[config.mk]
export PLATFORM = sky130hd
export DESIGN_NAME = integer_stack_unit_top
export DESIGN_NICKNAME = d
export VERILOG_FILES = /design/src/isu_pkg.sv /design/src/isu_cell.sv /design/src/integer_stack_unit_top.sv
export SDC_FILE = /design/constraint.sdc
export NUM_CORES = 2
export LEC_CHECK = 0
export ABC_AREA = 1
export BUFFER_PORTS_ARGS = -buffer_cell sky130_fd_sc_hd__buf_2
export CAP_MARGIN = 20
export CELL_PAD_IN_SITES_DETAIL_PLACEMENT = 1
export CELL_PAD_IN_SITES_GLOBAL_PLACEMENT = 2
export CORE_ASPECT_RATIO = 2
export CORE_MARGIN = 2
export CORE_UTILIZATION = 31
export CTS_CLUSTER_DIAMETER = 60
export DETAILED_ROUTE_END_ITERATION = 10
export GPL_TIMING_DRIVEN = 0
export PLACE_DENSITY = 0.71
export SYNTH_ARGS = -nofsm -noshare
export SYNTH_HDL_FRONTEND = slang
export SYNTH_HIERARCHICAL = 1
export SYNTH_SLANG_ARGS = --single-unit
[constraint.sdc]
create_clock -name clk -period 9.7 [get_ports clk]
set_input_delay 0.97 -clock clk [delete_from_list [all_inputs] [get_ports clk]]
set_output_delay 0.97 -clock clk [all_outputs]
set_load 0.01 [all_outputs]
[src/isu_pkg.sv]
// Shared types and codes for the integer stack unit.
// No dependencies; imported by isu_cell, integer_stack_unit_top and tb_top.
package isu_pkg;

	localparam int unsigned DataW = 32;

	// operation codes
	localparam logic [2:0] K_PUSH  = 3'd0;
	localparam logic [2:0] K_PALL  = 3'd1;
	localparam logic [2:0] K_PINT  = 3'd2;
	localparam logic [2:0] K_POP   = 3'd3;
	localparam logic [2:0] K_SWAP  = 3'd4;

	// status codes
	localparam logic [1:0] ST_OK    = 2'd0;
	localparam logic [1:0] ST_EMPTY = 2'd1;
	localparam logic [1:0] ST_SHORT = 2'd2;
	localparam logic [1:0] ST_FULL  = 2'd3;

	// where a cell takes its next value from
	typedef enum logic [1:0] {
		SEL_HOLD  = 2'd0,
		SEL_ABOVE = 2'd1,
		SEL_BELOW = 2'd2,
		SEL_WRAP  = 2'd3
	} sel_t;

	typedef logic signed [DataW-1:0] data_t;

endpackage

[src/isu_cell.sv]
// One storage cell of the stack chain: a data register with a four-way source mux.
// Depends on isu_pkg.
module isu_cell
	import isu_pkg::*;
(
	input  logic  clk,
	input  sel_t  sel,
	input  data_t above,
	input  data_t below,
	input  data_t wrap,
	output data_t data
);

	data_t data_q;

	always_ff @(posedge clk) begin
		case (sel)
			SEL_ABOVE: data_q <= above;
			SEL_BELOW: data_q <= below;
			SEL_WRAP:  data_q <= wrap;
			default:   data_q <= data_q;
		endcase
	end

	assign data = data_q;

endmodule

[src/integer_stack_unit_top.sv]
// Integer stack unit: a chain of isu_cell registers, cell 0 holding the top entry.
// Depends on isu_pkg and isu_cell.
//
// Usage:
//   Operation channel (op_valid / op_stall, kind, push_value): one operation per transfer.
//   Result channel (res_valid / res_stall, status, read_value, value_valid, last):
//   one or more results per operation, the final one marked by last.
//   Push and pop shift the whole cell chain, peek reads the top cell and swap
//   exchanges the top two cells; their result is registered and shows in the
//   cycle after the operation transfer. Print all streams the entries top
//   first, one per cycle, by rotating the occupied cells up by one each cycle
//   and leaving the stack as it was. The operation transfer enters the print
//   state, from which each entry is loaded into the result register; the
//   operation channel stays stalled for the whole stream. A new operation
//   is taken in the cycle its predecessor's last result is taken, so single-result
//   operations sustain one per cycle. A stall on the result channel holds the
//   result register and, through it, stalls the operation channel and freezes a
//   print-all stream. Reset empties the stack (count to zero) and clears the
//   result valid; the cell contents are left as they are.
module integer_stack_unit_top
	import isu_pkg::*;
#(
	parameter int unsigned STACK_DEPTH = 64
) (
	input  logic        clk,
	input  logic        arst_n,
	input  logic        op_valid,
	output logic        op_stall,
	input  logic [2:0]  kind,
	input  data_t       push_value,
	output logic        res_valid,
	input  logic        res_stall,
	output logic [1:0]  status,
	output data_t       read_value,
	output logic        value_valid,
	output logic        last
);

	localparam int unsigned CW = $clog2(STACK_DEPTH + 1);
	localparam logic [CW-1:0] DEPTH_C = CW'(STACK_DEPTH);

	typedef enum logic [1:0] {
		S_IDLE  = 2'b01,
		S_PRINT = 2'b10
	} state_t;

	state_t         state_q, state_d;
	logic [CW-1:0]  count_q, count_d;
	logic [CW-1:0]  remain_q, remain_d;

	logic           res_valid_q;
	logic [1:0]     status_q;
	data_t          read_value_q;
	logic           value_valid_q;
	logic           last_q;

	logic           out_free, accept, load;
	logic [1:0]     ld_status;
	data_t          ld_value;
	logic           ld_vvalid, ld_last;
	logic           do_push, do_pop, do_swap, do_rot;

	data_t          cell_data [STACK_DEPTH];

	assign out_free = !res_valid_q || !res_stall;
	assign op_stall = (state_q != S_IDLE) || !out_free;
	assign accept   = op_valid && !op_stall;

	always_comb begin
		state_d   = state_q;
		count_d   = count_q;
		remain_d  = remain_q;
		load      = 1'b0;
		ld_status = ST_OK;
		ld_value  = '0;
		ld_vvalid = 1'b0;
		ld_last   = 1'b1;
		do_push   = 1'b0;
		do_pop    = 1'b0;
		do_swap   = 1'b0;
		do_rot    = 1'b0;
		case (state_q)
			S_IDLE: begin
				if (accept) begin
					load = 1'b1;
					case (kind)
						K_PUSH: begin
							if (count_q == DEPTH_C) begin
								ld_status = ST_FULL;
							end else begin
								do_push = 1'b1;
								count_d = count_q + 1'b1;
							end
						end
						K_PALL: begin
							if (count_q != '0) begin
								// results come from the print stream
								load     = 1'b0;
								remain_d = count_q;
								state_d  = S_PRINT;
							end
						end
						K_PINT: begin
							if (count_q == '0) begin
								ld_status = ST_EMPTY;
							end else begin
								ld_value  = cell_data[0];
								ld_vvalid = 1'b1;
							end
						end
						K_POP: begin
							if (count_q == '0) begin
								ld_status = ST_EMPTY;
							end else begin
								do_pop  = 1'b1;
								count_d = count_q - 1'b1;
							end
						end
						K_SWAP: begin
							if (count_q < CW'(2)) begin
								ld_status = ST_SHORT;
							end else begin
								do_swap = 1'b1;
							end
						end
						default: ;
					endcase
				end
			end
			S_PRINT: begin
				if (out_free) begin
					load      = 1'b1;
					ld_value  = cell_data[0];
					ld_vvalid = 1'b1;
					ld_last   = (remain_q == CW'(1));
					do_rot    = 1'b1;
					remain_d  = remain_q - 1'b1;
					if (remain_q == CW'(1)) begin
						state_d = S_IDLE;
					end
				end
			end
			default: state_d = S_IDLE;
		endcase
	end

	genvar gi;
	generate
		for (gi = 0; gi < STACK_DEPTH; gi++) begin : g_cell
			localparam logic [CW-1:0] IDX_P1 = CW'(gi + 1);
			data_t above_w, below_w;
			sel_t  sel_w;

			if (gi == 0) begin : g_first
				assign above_w = push_value;
			end else begin : g_mid
				assign above_w = cell_data[gi-1];
			end
			if (gi == STACK_DEPTH - 1) begin : g_last
				assign below_w = cell_data[gi];
			end else begin : g_up
				assign below_w = cell_data[gi+1];
			end

			always_comb begin
				sel_w = SEL_HOLD;
				if (do_push) begin
					sel_w = SEL_ABOVE;
				end else if (do_pop) begin
					sel_w = SEL_BELOW;
				end else if (do_swap) begin
					if (gi == 0) begin
						sel_w = SEL_BELOW;
					end else if (gi == 1) begin
						sel_w = SEL_ABOVE;
					end
				end else if (do_rot) begin
					// occupied cells move up one; the top wraps to the bottom entry
					if (IDX_P1 < remain_q || IDX_P1 < count_q) begin
						sel_w = (IDX_P1 == count_q) ? SEL_WRAP : SEL_BELOW;
					end else if (IDX_P1 == count_q) begin
						sel_w = SEL_WRAP;
					end
				end
			end

			isu_cell u_cell (
				.clk   (clk),
				.sel   (sel_w),
				.above (above_w),
				.below (below_w),
				.wrap  (cell_data[0]),
				.data  (cell_data[gi])
			);
		end
	endgenerate

	always_ff @(posedge clk or negedge arst_n) begin
		if (!arst_n) begin
			state_q     <= S_IDLE;
			count_q     <= '0;
			remain_q    <= '0;
			res_valid_q <= 1'b0;
		end else begin
			state_q  <= state_d;
			count_q  <= count_d;
			remain_q <= remain_d;
			if (load) begin
				res_valid_q <= 1'b1;
			end else if (!res_stall) begin
				res_valid_q <= 1'b0;
			end
		end
	end

	always_ff @(posedge clk) begin
		if (load) begin
			status_q      <= ld_status;
			read_value_q  <= ld_value;
			value_valid_q <= ld_vvalid;
			last_q        <= ld_last;
		end
	end

	assign res_valid   = res_valid_q;
	assign status      = status_q;
	assign read_value  = read_value_q;
	assign value_valid = value_valid_q;
	assign last        = last_q;

	a_count_range: assert property (@(posedge clk) disable iff (!arst_n)
		count_q <= DEPTH_C)
		else $error("entry count beyond depth");

	a_print_remain: assert property (@(posedge clk) disable iff (!arst_n)
		state_q == S_PRINT |-> (remain_q != '0 && remain_q <= count_q))
		else $error("print counter out of range");

	a_print_blocks: assert property (@(posedge clk) disable iff (!arst_n)
		state_q == S_PRINT |-> op_stall)
		else $error("operation taken during print stream");

	a_push_count: assert property (@(posedge clk) disable iff (!arst_n)
		accept && kind == K_PUSH && count_q != DEPTH_C
		|=> count_q == $past(count_q) + CW'(1))
		else $error("push did not grow the stack");

	a_nodata_zero: assert property (@(posedge clk) disable iff (!arst_n)
		res_valid && !value_valid |-> read_value == '0)
		else $error("read_value nonzero without data");

endmodule

== Yosys cells after proc, flatten, opt, wreduce, memory -nomap -nowiden ==
Cells that the tools add are included.

* Flip-flop bits (word level): 2101
* Logic and storage cells: 1180

* $add $sub $neg: 3
* Order comparisons: 129
* Eq/ne operators: 271
* Muxes and demuxes: 558
* Reduce and logical (&&, ||, !) cells: 147

{| class="wikitable"
|+ Operators with widths
! kind !! number
|-
| $pmux 32 s3 || 61
|-
| $mux 2 || 391
|-
| $lt 6x7->1 const A || 64
|-
| $pmux 32 s2 || 4
|-
| $eq 2x2->1 const B || 127
|-
| $eq 6x7->1 const A || 32
|-
| $lt 5x7->1 const A || 32
|-
| $reduce_bool 3->1 || 61
|-
| $eq 2x1->1 const B || 65
|-
| $mux 32 || 4
|-
| $eq 5x7->1 const A || 16
|-
| $lt 4x7->1 const A || 16
|-
| $mux 1 || 86
|-
| $logic_or 1x1->1 || 66
|-
| $eq 4x7->1 const A || 8
|-
| $lt 3x7->1 const A || 8
|-
| $mux 7 || 6
|-
| $eq 3x7->1 const A || 4
|-
| $lt 2x7->1 const A || 4
|-
| $pmux 7 s2 || 2
|-
| $reduce_and 5->1 || 3
|-
| $eq 2x7->1 const A || 2
|-
| $lt 1x7->1 const A || 2
|-
| $lt 7x7->1 const A || 2
|-
| other kinds (23) || 42
|}

== Logic depth before layout (Yosys ltp) ==
* Depth after elaboration: 14
* Depth in mapped cells: 18
* Depth with buffers taken out: 14

== Cells and area by module ==
The synthesis kept the hierarchy.

{| class="wikitable"
|+ Modules (own cells, without submodules)
! module !! times used !! cells an instance !! area each (µm²) !! seq. area each (µm²)
|-
| isu_cell || 64 || 180 || 1712.9 || 960.9
|-
| integer_stack_unit_top || 1 || 1001 || 5798.1 || 1507.7
|}

== Least setup slack after synthesis ==
No wires, ideal clock.

* Kind: input to register
* From: input kind[1]
* To: register g_cell[0].u_cell.data_q[0] (enable)
* Data arrival time: 3.196 ns
* Slack: 6.115 ns
* Stages: 12
* Cell sequence: inv_1 nor2_1 nand2_1 inv_1 nand3_2 nand2_2 buf_2 nor2_1 a21oi_1 inv_1 buf_2 nand2_1

* Word-level cells in the longest chain between the ends: 9
* Elaborated cells between the ends (all ways): 18
* Those cells by class: eq/ne (4); mux (12); reduce/logical (2)

{| class="wikitable"
|+ RTL lines
! what !! RTL line !! text
|-
| from (decl) || integer_stack_unit_top.sv:29 || <nowiki>input logic [2:0] kind,</nowiki>
|-
| $eq 3x3->1 || integer_stack_unit_top.sv:86 || <nowiki>case (kind)</nowiki>
|-
| $mux 1 || integer_stack_unit_top.sv:86 ||
|-
| $mux 1 || integer_stack_unit_top.sv:84 || <nowiki>if (accept) begin</nowiki>
|-
| $mux 1 || integer_stack_unit_top.sv:82 || <nowiki>case (state_q)</nowiki>
|-
| $mux 2 || integer_stack_unit_top.sv:171 || <nowiki>end else if (do_swap) begin</nowiki>
|-
| $mux 2 || integer_stack_unit_top.sv:169 || <nowiki>end else if (do_pop) begin</nowiki>
|-
| $mux 2 (*) || integer_stack_unit_top.sv:167 || <nowiki>if (do_push) begin</nowiki>
|-
| net g_cell[0].sel_w[1] || integer_stack_unit_top.sv:152 || <nowiki>sel_t sel_w;</nowiki>
|-
| $eq 2x1->1 or $eq 2x2->1 (tied branches) || isu_cell.sv:17 || <nowiki>case (sel)</nowiki>
|-
| $reduce_bool 2->1 (no line) (*) || -- ||
|-
| to (signal assigned) || isu_cell.sv:18 || <nowiki>SEL_ABOVE: data_q <= above;</nowiki>
|-
| to (signal assigned) || isu_cell.sv:19 || <nowiki>SEL_BELOW: data_q <= below;</nowiki>
|-
| to (signal assigned) || isu_cell.sv:20 || <nowiki>SEL_WRAP: data_q <= wrap;</nowiki>
|-
| to (decl) || isu_cell.sv:14 || <nowiki>data_t data_q;</nowiki>
|}

The timed path passes the listed nets; every way through them passes the cells marked *.
A chain may end at the register's enable or synchronous reset.

== Worst setup path in the final report ==
* From: register state_q[0]
* To: register g_cell[7].u_cell.data_q[12] (enable)

* Word-level cells in the longest chain between the ends: 11
* Elaborated cells between the ends (all ways): 21
* Those cells by class: eq/ne (6); mux (11); reduce/logical (4)

{| class="wikitable"
|+ RTL lines
! what !! RTL line !! text
|-
| from (decl) || integer_stack_unit_top.sv:47 || <nowiki>state_t state_q, state_d;</nowiki>
|-
| from (signal assigned) || integer_stack_unit_top.sv:205 || <nowiki>state_q <= state_d;</nowiki>
|-
| $ne 2x1->1 || integer_stack_unit_top.sv:66 || <nowiki>assign op_stall = (state_q != S_IDLE) || !out_free;</nowiki>
|-
| $logic_or 1x1->1 || integer_stack_unit_top.sv:66 ||
|-
| $logic_not 1->1 || integer_stack_unit_top.sv:67 || <nowiki>assign accept = op_valid && !op_stall;</nowiki>
|-
| $logic_and 1x1->1 || integer_stack_unit_top.sv:67 ||
|-
| $mux 1 || integer_stack_unit_top.sv:84 ||
|-
| $mux 1 || integer_stack_unit_top.sv:82 ||
|-
| $mux 2 || integer_stack_unit_top.sv:171 ||
|-
| $mux 2 || integer_stack_unit_top.sv:169 ||
|-
| $mux 2 (*) || integer_stack_unit_top.sv:167 ||
|-
| net g_cell[7].sel_w[1] || integer_stack_unit_top.sv:152 ||
|-
| $eq 2x1->1 or $eq 2x2->1 (tied branches) || isu_cell.sv:17 ||
|-
| $reduce_bool 3->1 (no line) (*) || -- ||
|-
| to (signal assigned) || isu_cell.sv:18 ||
|-
| to (signal assigned) || isu_cell.sv:19 ||
|-
| to (signal assigned) || isu_cell.sv:20 ||
|-
| to (decl) || isu_cell.sv:14 ||
|}

Marks and branches as above.

==> impl_metrics.csv <==
group,metric,value,unit
sta,finalSetupViolCount,0,
placed_design,place.gp.congestion,0.9961,
global_route,grt_pass1_vias,115500,
route,wl_per_cell,33.79,um
route,drtPass1Iterations,5,
sta,finClkSkew,0.06653,ns
floorplanning,io_pins,77,
floorplanning,initial_utilization,31.16,%
worst_hold_path,hold_path.class,"in2reg",
pwr,ir_drop,154.5,uV
route,drc_errors,0,
cts,numCtsBuffers,225,
finish,most-common-layout-cells,"nand3_1 (6226), nand2_1 (2417), edfxtp_1 (2084)",
sta,max_freq,166.8,MHz
yosys,synth-seq-cells,2101,
cts,cts.path.max_buffers,4,
pwr,powerDensity,322.2,nW/um^2
cts,postCtsSetupBuffers,0,
floorplanning,die_area,377500,um^2
finish,stdcell_count,18200,
finish,fillers,42250,
cts,cts-htree-levels,4,
cts,clk_latency,0.98,ns
finish,drive_gt1_share,14.07,%
yosys,synth.cell_area,115400,um^2
route,vias,104900,
sta,finalCritPeriodShare,61.80,%
placed_design,portBuffers,76,
global_route,antenna_found_initial,35,
finish,multi_input_area,42300,um^2
cts,clk_pin_slew,0.07,ns
yosys,synthCells,12520,
global_route,grt_use_total,31.72,%
floorplanning,die_y,866.9,um
floorplanning,core,370500,um^2
sta,finalCriticalPeriod,5.995,ns
global_route,grt_max_degree,33,
cts,cts_tree,"built",
flow_run,drv_cap,0,
finish,finalNetCount,13140,
setup_path,arrival,6.68,ns
yosys,ys_warn_count,6,
finish,regArea,63010,um^2
route,drt_iter0_drc,7183,
setup_path,crit_type,"reg2reg",
route,drtAntennaViolNets,0,
route,routed_wirelength,615100,um
finish,area_growth,17.44,%
yosys,yosysSeqAreaShare,54.59,%
route,post_drt_via_cell_ratio,5.763,
setup_path,end_kind,"flop",
sta,worstMarginPinSlew,1.247,ns
sta,rsz0062_at_grt,"false",
sta,setup_tns,0,ns
yosys,synth.area.top_cells,"edfxtp_1 (54%), nand3_1 (27%), nand2_1 (7.9%)",
setup_path,crit_fanout,17,
setup_path,worst_ep_required_time,10.38,ns
yosys,synth.avg_cell_area,9.218,um^2
placed_design,dp.cells,17790,
status,status,"complete, no violations",
yosys,synth_cell_types,37,
sta,maxSlewHeadroom,16.85,%
global_route,grt_pass1_wl,853600,um
finish,final_common_cell,"nand3_1",
floorplanning,die_w,435.5,um
sta,hold_viol_final,0,
placed_design,hpwl,503100,um
sta,finalMaxSlewViolations,0,
cts,cts-root-buf,"clkbuf_16",
pwr,p_leak,51.28,nW
yosys,synth_top_area_share,54.22,%
yosys,synth_area_leader_cell,"edfxtp_1",
yosys,syn_nets,12570,
floorplanning,rows,316,
cts,cts.sinks,2101,
setup_path,start_kind,"flop",
global_route,grt.overflow.total,0,
==> power by group <==
| part | internal [mW] | switching, mW | leakage, nW | total, mW |
|---|---|---|---|---|
| Clock | 4.69 | 4.04 | 3.37 | 8.73 |
| Combinational | 6.13 | 12.6 | 28.6 | 18.7 |
| Sequential | 13.6 | 2.62 | 19.3 | 16.3 |
==> cells by family after synthesis <==
logic type	synth area share, %
buffers and inverters	8.829
flip-flops	54.59
AND/OR/NAND/NOR	35.59
AO/OA/AOI/OAI	0.8163
XOR/XNOR	0.06830
adder cells (fa/ha/maj)	0.1084
==> per-stage QoR <==
step,util (%),instance area [um^2],hold slack (ns),total power [mW],setup WS (ns)
6_report,36.59,135600,0.3119,43.67,3.705
5_1_grt,36.58,135500,0.2869,44.85,3.661
4_1_cts,36.58,135500,0.2421,43.41,3.837
3_5_place_dp,34.72,128600,0.5113,34.66,3.334
3_3_place_gp,32.92,122000,0.4916,31.40,2.475
2_1_floorplan,-,115400,0.4774,23.29,6.115
==> worst max-delay path, cell delays in order, from the launching register on <==
cell     delay, ns
dfstp_2       0.38
inv_1         0.05
ha_1          0.72
inv_2         0.20
nor2_2        0.63
inv_2         0.37
a21oi_4       0.56
buf_6         0.21
nand2_1       0.06
a21oi_1       0.90
inv_1         0.36
buf_2         0.30
nand2_1       0.63
buf_8         0.27
==> synth_stat cells (all sizes together) <==
master   number
o2111ai       1
o22ai         1
nor4          1
o21ai       103
dfstp         1
nand3      6228
a21oi        76
inv         241
nor2        131
o211ai        1
nand4        21
xor2          8
clkinv        2
nand2      2442
ha           10
xnor2         1
dfrtp        16
a31oi         2
clkbuf       26
buf        1119
edfxtp     2084
nor3          6
==> metal layers <==
layer  vias to the layer above  global-route usage [%]  part of all wire, %
met5                         -                       0                0.020
met4                        20                   32.77                   12
met3                      2417                   4.860                  4.0
met2                      3794                   62.63                   55
met1                     52300                   25.08                   28
li1                      46370                       -                    -
==> final cells by class <==
type | count | area share, %
multi-input combinational | 9032 | 31.21
inverter | 243 | 0.7910
buffer | 1145 | 6.727
clock inverter | 111 | 0.6609
sequential | 2101 | 46.48
clock buffer | 288 | 4.406
timing repair buffer | 342 | 5.154
antenna | 12 | 0.02215
tap | 4929 | 4.550
==> flip-flops by register name, summed over array words and instances, names as in the netlist <==
| register | cells |
|---|---|
| last | 1 |
| g_cell.u_cell/data | 2048 |
| remain_q | 7 |
| value_valid | 1 |
| res_valid | 1 |
| read_value | 32 |
| count_q | 7 |
| status | 2 |
| state_q | 2 |
==> timing repair <==
action                                  in CTS  in global routing
hold buffers                                 1                  0
endpoints found under the hold margin        1                  0
resized for setup                            0                  0
endpoints found under the setup margin       0                  0
==> final timing paths <==
path,from,end,slack [ns],cells past startpoint
hold / removal,push_value[6],g_cell[0].u_cell/data[6]$_DFFE_PP_,0.31,3
setup / recovery,state_q[0]$_DFFE_PN1P_,g_cell[7].u_cell/data[12]$_DFFE_PP_,3.71,13
hold reg to reg,state_q[0]$_DFFE_PN1P_,state_q[0]$_DFFE_PN1P_,0.54,2
max in group asynchronous,arst_n,remain_q[6]$_DFFE_PN0P_,8.46,2
setup reg to reg,state_q[0]$_DFFE_PN1P_,g_cell[7].u_cell/data[12]$_DFFE_PP_,3.71,13
min in group asynchronous,arst_n,res_valid$_DFFE_PN0P_,0.59,2
(Power assumes the default switching activity.)
